**config.mk**
```make
export PLATFORM = sky130hd
export DESIGN_NAME = xysh_sine
export DESIGN_NICKNAME = d
export VERILOG_FILES = /design/src/xysh_pkg.sv /design/src/xysh_sine.sv
export SDC_FILE = /design/constraint.sdc
export NUM_CORES = 2
export LEC_CHECK = 0
export ABC_AREA = 1
export ABC_CLOCK_PERIOD_IN_PS = 12080
export BUFFER_PORTS_ARGS = -buffer_cell sky130_fd_sc_hd__buf_2
export CORE_ASPECT_RATIO = 0.6
export CORE_MARGIN = 2
export CORE_UTILIZATION = 35
export CTS_CLUSTER_DIAMETER = 50
export CTS_CLUSTER_SIZE = 20
export DETAILED_ROUTE_END_ITERATION = 16
export SLEW_MARGIN = 20
export SYNTH_ARGS = -nofsm -noshare
export SYNTH_HDL_FRONTEND = slang
export SYNTH_SLANG_ARGS = --single-unit
```
**constraint.sdc**
```tcl
create_clock -name clk -period 12.08 [get_ports clk]
set_input_delay 2.416 -clock clk [delete_from_list [all_inputs] [get_ports clk]]
set_output_delay 2.416 -clock clk [all_outputs]
set_load 0.01 [all_outputs]
```
**src/xysh_pkg.sv**
```systemverilog
// Package with the lattice constants, payload types and fixed-point helpers.
`default_nettype none
package xysh_pkg;
	localparam int SideBits  = 5;
	localparam int Side      = 1 << SideBits;
	localparam int CellBits  = 2 * SideBits;
	localparam int AngleBits = 16;
	localparam int InvTBits  = 24;
	localparam logic [InvTBits-1:0] InvTReset = 24'd409600;
	localparam int LogiSteps = 24;

	typedef logic [AngleBits-1:0] angle_t;
	typedef logic [CellBits-1:0]  cell_t;

	typedef enum logic {
		OP_TRIAL = 1'b0,
		OP_QUERY = 1'b1
	} op_t;

	typedef struct packed {
		op_t                 op;
		logic [SideBits-1:0] site_x;
		logic [SideBits-1:0] site_y;
		angle_t              proposed_angle;
		logic [15:0]         accept_draw;
	} in_item_t;

	typedef struct packed {
		logic               accepted;
		angle_t             angle_now;
		logic signed [15:0] chirality;
	} out_item_t;

	typedef enum logic [3:0] {
		ST_IDLE,
		ST_RD_CTR,
		ST_RD_N0,
		ST_RD_N1,
		ST_RD_N2,
		ST_RD_N3,
		ST_SUM,
		ST_MUL,
		ST_DECIDE,
		ST_OUT
	} state_t;

	function automatic logic [15:0] logi_tab(input logic [4:0] i);
		logic [15:0] v;
		begin
			case (i)
				5'd0: v = 16'd32768;  5'd1: v = 16'd24743;  5'd2: v = 16'd17626;
				5'd3: v = 16'd11955;  5'd4: v = 16'd7812;   5'd5: v = 16'd4971;
				5'd6: v = 16'd3108;   5'd7: v = 16'd1921;   5'd8: v = 16'd1179;
				5'd9: v = 16'd720;    5'd10: v = 16'd439;   5'd11: v = 16'd267;
				5'd12: v = 16'd162;   5'd13: v = 16'd98;    5'd14: v = 16'd60;
				5'd15: v = 16'd36;    5'd16: v = 16'd22;    5'd17: v = 16'd13;
				5'd18: v = 16'd8;     5'd19: v = 16'd5;     5'd20: v = 16'd3;
				5'd21: v = 16'd2;     5'd22: v = 16'd1;     5'd23: v = 16'd1;
				default: v = 16'd0;
			endcase
			return v;
		end
	endfunction
endpackage
`default_nettype wire

```
**src/xysh_sine.sv**
```systemverilog
// Pipelined Q15 sine of a 16-bit phase, polynomial on the quarter wave.
`default_nettype none
module xysh_sine (
	input  wire logic                   clk,
	input  wire logic [15:0]            phase,
	output logic signed [16:0]          sine_s3
);
	import xysh_pkg::*;

	logic [14:0] x_c;
	logic [28:0] sq_c;
	logic [14:0] x_s1;
	logic [15:0] x2_s1;
	logic        neg_s1;
	logic [30:0] x3_c;
	logic [15:0] x3_s2;
	logic [15:0] x2_s2;
	logic [14:0] x_s2;
	logic        neg_s2;
	logic [31:0] x5_c;
	logic [36:0] poly_c;
	logic [22:0] v_c;
	logic [15:0] mag_c;

	always_comb begin
		x_c  = phase[14] ? (15'd16384 - {1'b0, phase[13:0]}) : {1'b0, phase[13:0]};
		sq_c = 29'(x_c) * 29'(x_c);
	end

	always_ff @(posedge clk) begin
		x_s1   <= x_c;
		x2_s1  <= 16'(sq_c >> 14);
		neg_s1 <= phase[15];
	end

	assign x3_c = 31'(x2_s1) * 31'(x_s1);

	always_ff @(posedge clk) begin
		x_s2   <= x_s1;
		x2_s2  <= x2_s1;
		x3_s2  <= 16'(x3_c >> 14);
		neg_s2 <= neg_s1;
	end

	always_comb begin
		x5_c   = 32'(x3_s2) * 32'(x2_s2);
		poly_c = 37'd51472 * 37'(x_s2) + 37'd2470 * 37'(x5_c >> 14)
		         - 37'd21174 * 37'(x3_s2);
		v_c    = 23'(poly_c >> 14);
		mag_c  = (v_c > 23'd32767) ? 16'd32767 : v_c[15:0];
	end

	always_ff @(posedge clk) begin
		sine_s3 <= neg_s2 ? -$signed({1'b0, mag_c}) : $signed({1'b0, mag_c});
	end
endmodule
`default_nettype wire

```
* After elaboration in Yosys (flattened, before gate mapping)
Cells that the tools add are included.
** Word-level totals
- Logic and storage cells :: 23
- Input port bits :: 17
- Flip-flop bits (word level) :: 95
- Output and inout bits :: 17
** Cells by class
- Order comparisons :: 1
- $add $sub $neg :: 4
- Multipliers :: 6
- Mux-type cells :: 3
** Operators with widths (count)
- $sub A32 B31 Y33 :: 1
- $add A31 B29 Y32 :: 1
- $mux W16 :: 2
- $mul A16 B15 Y31 :: 1
- $mul A14 B16 Y30 const A :: 1
- $mul A15 B15 Y30 :: 1
- $mul A15 B15 Y29 :: 1
- $mul A11 B17 Y28 const A :: 1
- $mul A12 B15 Y27 const A :: 1
- $gt A23 B15 Y1 const B :: 1
- $neg A16 Y17 :: 1
- $mux W15 :: 1
- $sub A15 B14 Y15 const A :: 1

* Logic depth before layout (Yosys ltp)
- Word-level depth :: 8
- Mapped depth :: 82
- Gate-level depth less buffers :: 78

* Least setup slack after synthesis
OpenSTA, ideal clock, no wires.
- Path type :: reg-to-reg
- Start point :: register x3_s2[11]
- End point :: register sine_s3[10]
- Cell stages (with the launch flop) :: 63
- Path buffers :: 4
- Path slack :: -372 ps
- Required time :: 11971 ps
- Period minus slack after synthesis :: 12452 ps
- Arrival time :: 12343 ps
- Setup time :: 109 ps
- Path through :: dfxtp_1 > clkbuf_1 > clkbuf_1 > nand2_1 > inv_1 > fa_1 > inv_1 > fa_1 > inv_1 > fa_1 > fa_1 > fa_1 > fa_1 > ha_1 > a21oi_1 > o21a_1 > o21ai_0 > o21ai_0 > [27 not listed] > nand2_2 > nand3_2 > nand3_4 > nor2_8 > buf_8 > buf_2 > nand2_1 > inv_1 > ha_1 > inv_1 > nor2_1 > nand3_2 > nor2_4 > nand2_1 > nand2_1 > nand4_1 > nand2_1 > inv_1
** Between the ends
- Cells in the longest elaborated chain, start to end :: 8
- Elaborated cells on any way between the ends :: 9
- Classes of those cells :: 3 x add/sub; 3 x mul; 1 x order compare; 2 x mux
** RTL lines
- from (decl) :: line xysh_sine.sv:16 : logic [15:0] x3_s2;
- from (signal assigned) :: line xysh_sine.sv:41 : x3_s2 <= 16'(x3_c >> 14);
- $mul A16 B15 Y31 :: line xysh_sine.sv:46 : x5_c = 32'(x3_s2) * 32'(x2_s2);
- $mul A11 B17 Y28 :: line xysh_sine.sv:47 : poly_c = 37'd51472 * 37'(x_s2) + 37'd2470 * 37'(x5_c >> 14)
- $add A31 B29 Y32 :: line xysh_sine.sv:47
- $sub A32 B31 Y33 * :: line xysh_sine.sv:48 : - 37'd21174 * 37'(x3_s2);
- $gt A23 B15 Y1 :: line xysh_sine.sv:50 : mag_c = (v_c > 23'd32767) ? 16'd32767 : v_c[15:0];
- $mux W16 * :: line xysh_sine.sv:50
- named net mag_c[0] :: line xysh_sine.sv:23 : logic [15:0] mag_c;
- $neg A16 Y17 * :: line xysh_sine.sv:54 : sine_s3 <= neg_s2 ? -$signed({1'b0, mag_c}) : $signed({1'b0, mag_c});
- $mux W16 * :: line xysh_sine.sv:54
- to (signal assigned) :: line xysh_sine.sv:54
- to (decl) :: line xysh_sine.sv:6 : output logic signed [16:0] sine_s3
Mark *: on every way through the listed nets, which the timed path passes. The rest lies on a longest branch.
A chain may end at the register's enable or synchronous reset.

* Final worst setup path
- Start point :: register x2_s2[0]
- End point :: register sine_s3[10]
** Between the ends
- Cells in the longest elaborated chain, start to end :: 8
** RTL lines
- from (decl) :: line xysh_sine.sv:17 : logic [15:0] x2_s2;
- from (signal assigned) :: line xysh_sine.sv:40 : x2_s2 <= x2_s1;
- $mul A16 B15 Y31 * :: line xysh_sine.sv:46
- $mul A11 B17 Y28 * :: line xysh_sine.sv:47
- $add A31 B29 Y32 * :: line xysh_sine.sv:47
- $sub A32 B31 Y33 * :: line xysh_sine.sv:48
- $gt A23 B15 Y1 :: line xysh_sine.sv:50
- $mux W16 * :: line xysh_sine.sv:50
- $neg A16 Y17 :: line xysh_sine.sv:54
- $mux W16 * :: line xysh_sine.sv:54
Mark *: on every way between the ends. The rest lies on a longest branch, timed or not.

==> impl_metrics.py <==
metrics = {
    "place": {
        "gp_congestion": 0.940,
        "io_buffer_count": 33,
        "dp_hpwl_um": 90200,
    },
    "grt": {
        "grt_pass1_wl_um": 168000,
        "antenna_found_initial": 11,
        "first_global_vias": 30100,
        "grt_max_degree": 25,
        "grt.total_usage_pct": 20.1,
        "grt-ovfl-total": 0,
    },
    "run": {
        "drv_cap": 0,
    },
    "route": {
        "num_vias": 29400,
        "drt_pass1_iterations": 5,
        "viasPerCell": 4.63,
        "wl_per_cell_um": 16.4,
        "ant_nets": 0,
        "drt_iter0_drc": 2346,
        "drc": 0,
        "totalWireLength_um": 104000,
    },
    "yosys": {
        "synth-main-ff-cell": "dfxtp_1",
        "synth_warnings": 0,
        "seq_area_frac_synth_pct": 5.21,
        "yosysUniqueCellTypes": 51,
        "synth_area_sq_um": 36500,
        "synth_edf_count": 0,
        "avgSynthCellArea_sq_um": 7.95,
        "synth-seq-cells": 95,
        "synth_cells": 4592,
        "synthArstFlopShare_pct": 0,
    },
    "worst_setup_path": {
        "startpoint": "x2_s2[0]",
        "start_kind": "flop",
        "cp_slowest_cell": "fa_1",
        "max_stage_delay_ps": 570,
        "worstPathArrival_ps": 12370,
        "required_ps": 12400,
        "critPathKind": "flop to flop",
        "r2r_slack_ps": 30,
        "critical_path.endpoint_type": "flop",
        "r2r_cells": 63,
        "r2r-start": "x2_s2[0]",
        "crit_fanout": 6,
        "crit_path_end": "sine_s3[10]",
        "regToRegEndpoint": "sine_s3[10]",
    },
    "die": {
        "io_pins": 34,
        "die_h_um": 254,
        "dieArea_sq_um": 107000,
        "start_util_pct": 35.4,
        "dieWidth_um": 421,
        "core_sq_um": 103000,
        "row_count": 91,
    },
    "layout": {
        "nNetsFinal": 6210,
        "final_cell_mix": "inv_1 (1276), nand2_1 (902), fa_1 (644), ha_1 (547), buf_4 (359)",
        "area_growth_pct": 17.9,
        "layout_commonest_cell": "inv_1",
        "drive_gt1_share_pct": 15.1,
    },
    "sta": {
        "setup_viol": 0,
        "tightest_slew_ps": 1080,
        "clock_skew_ps": 12.7,
        "finalCriticalPeriod_ps": 12050,
        "relSlewSlack_pct": 27.6,
        "hold_viol_final": 0,
        "drv_slew": 0,
        "fin_tns_setup_ps": 0,
        "rsz0062_at_grt": "yes",
        "max_freq_mhz": 83.0,
        "finalCritPeriodShare_pct": 99.8,
    },
    "clocking": {
        "cts_tree": "built",
        "cts_made_buffers": 9,
        "clk_pin_slew_ps": 80,
        "clock_path_buffers": 2,
        "root_buffer": "clkbuf_16",
        "h-tree-depth": 3,
        "clk_latency_ps": 420,
        "cts_sinks": 95,
    },
    "run_status": {
        "status": "finished clean",
    },
    "hold_path": {
        "hp-class": "flop to flop",
    },
}
## area by class of cell
| class | count | area (sq um) |
|---|---|---|
| clock buffers | 9 | 225 |
| fillers | 10300 | 60000 |
| clock inverters | 7 | 103 |
| inverters | 1314 | 4930 |
| repair buffers | 423 | 3340 |
| diodes | 3 | 7.51 |
| well taps | 1395 | 1750 |
| flip-flops and latches | 95 | 1940 |
| multi-input cells | 3096 | 30800 |
## worst max-delay path, delay by kind of cell (launching register included)
family	cells	cell delay (ps)
XOR/XNOR	2	430
adder cells (fa/ha/maj)	16	6710
buffers and inverters	14	810
flip-flops	1	370
AO/OA/AOI/OAI	9	1440
AND/OR/NAND/NOR	22	2160
## flip-flops by register name (all words and copies together) (netlist names)
register	flops
x2_s1	15
sine_s3	17
x3_s2	16
neg_s2	1
x_s2	15
x2_s2	15
x_s1	15
neg_s1	1
## timing repair
| item | 4_1_cts | 5_1_grt |
|---|---|---|
| pin swaps | 54 | 124 |
| hold buffers | 0 | 0 |
| endpoints found under the setup margin | 16 | 16 |
| setup buffers | 14 | 24 |
| endpoints found under the hold margin | 0 | 0 |
| resized for setup | 122 | 201 |
## synthesized netlist by cell type (8+ instances only)
master       n  share of area, %
inv_1     1303                13
nand2_1    959               9.9
fa_1       654                36
ha_1       600                21
nor2_1     205               2.1
a21oi_1    174               2.4
dfxtp_1     95               5.2
clkbuf_1    91              0.94
xor2_1      83               2.0
o21ai_0     79               1.1
xnor2_1     72               1.7
nand3_1     68              0.93
nor3_1      25              0.34
o21bai_1    18              0.37
nand4_1     14              0.24
a31oi_1     12              0.21
nand2_2     12              0.21
o21ai_1     12              0.16
o21a_1      10              0.21
a21o_1       9              0.19
inv_2        8             0.082
nor4_1       8              0.14
## worst min-delay path by stage
stage	cells after the start	startpoint	slack [ps]	end
finish	0	neg_s1	330	neg_s2
floorplan	0	neg_s1	310	neg_s2
detailed placement	0	neg_s1	320	neg_s2
global placement	0	neg_s1	320	neg_s2
CTS	0	neg_s1	330	neg_s2
global route	0	neg_s1	340	neg_s2
## kinds of logic (layout without fill, tap and decap cells)
group	count (synthesis)	count (layout)	synth area share (%)
other cells	2	13	0.0206
simple gates	1328	1328	14.7
compound gates	349	349	5.39
buf+inv	1409	1753	14.5
flops	95	95	5.21
fa+ha+maj	1254	1254	56.4
xor+xnor	155	155	3.72
## stage by stage
step | utilization, % | hold WS [ps] | area [sq um] | setup slack [ps] | cells
after global routing | 41.8 | 342 | 43100 | -508 | 6340
after detailed placement | 39.8 | 319 | 41000 | -635 | 6289
after global placement | 39.8 | 316 | 41000 | -469 | 6289
after floorplan | - | 310 | 36600 | 16.8 | 4600
final | 41.8 | 330 | 43100 | 30.1 | 6342
after CTS | 40.8 | 332 | 42000 | 9.61 | 6317
## layer usage
metal | share of wire, % | global-route usage (%) | vias up
li1 | - | - | 14300
met1 | 52 | 32.1 | 14100
met2 | 36 | 26.1 | 949
met3 | 11 | 6.51 | 54
met4 | 0.96 | 2.69 | 4
met5 | 0.023 | 0 | -
Power is not shown: default switching activity piles up to over one toggle a cycle in this logic, so the estimate is an artifact.
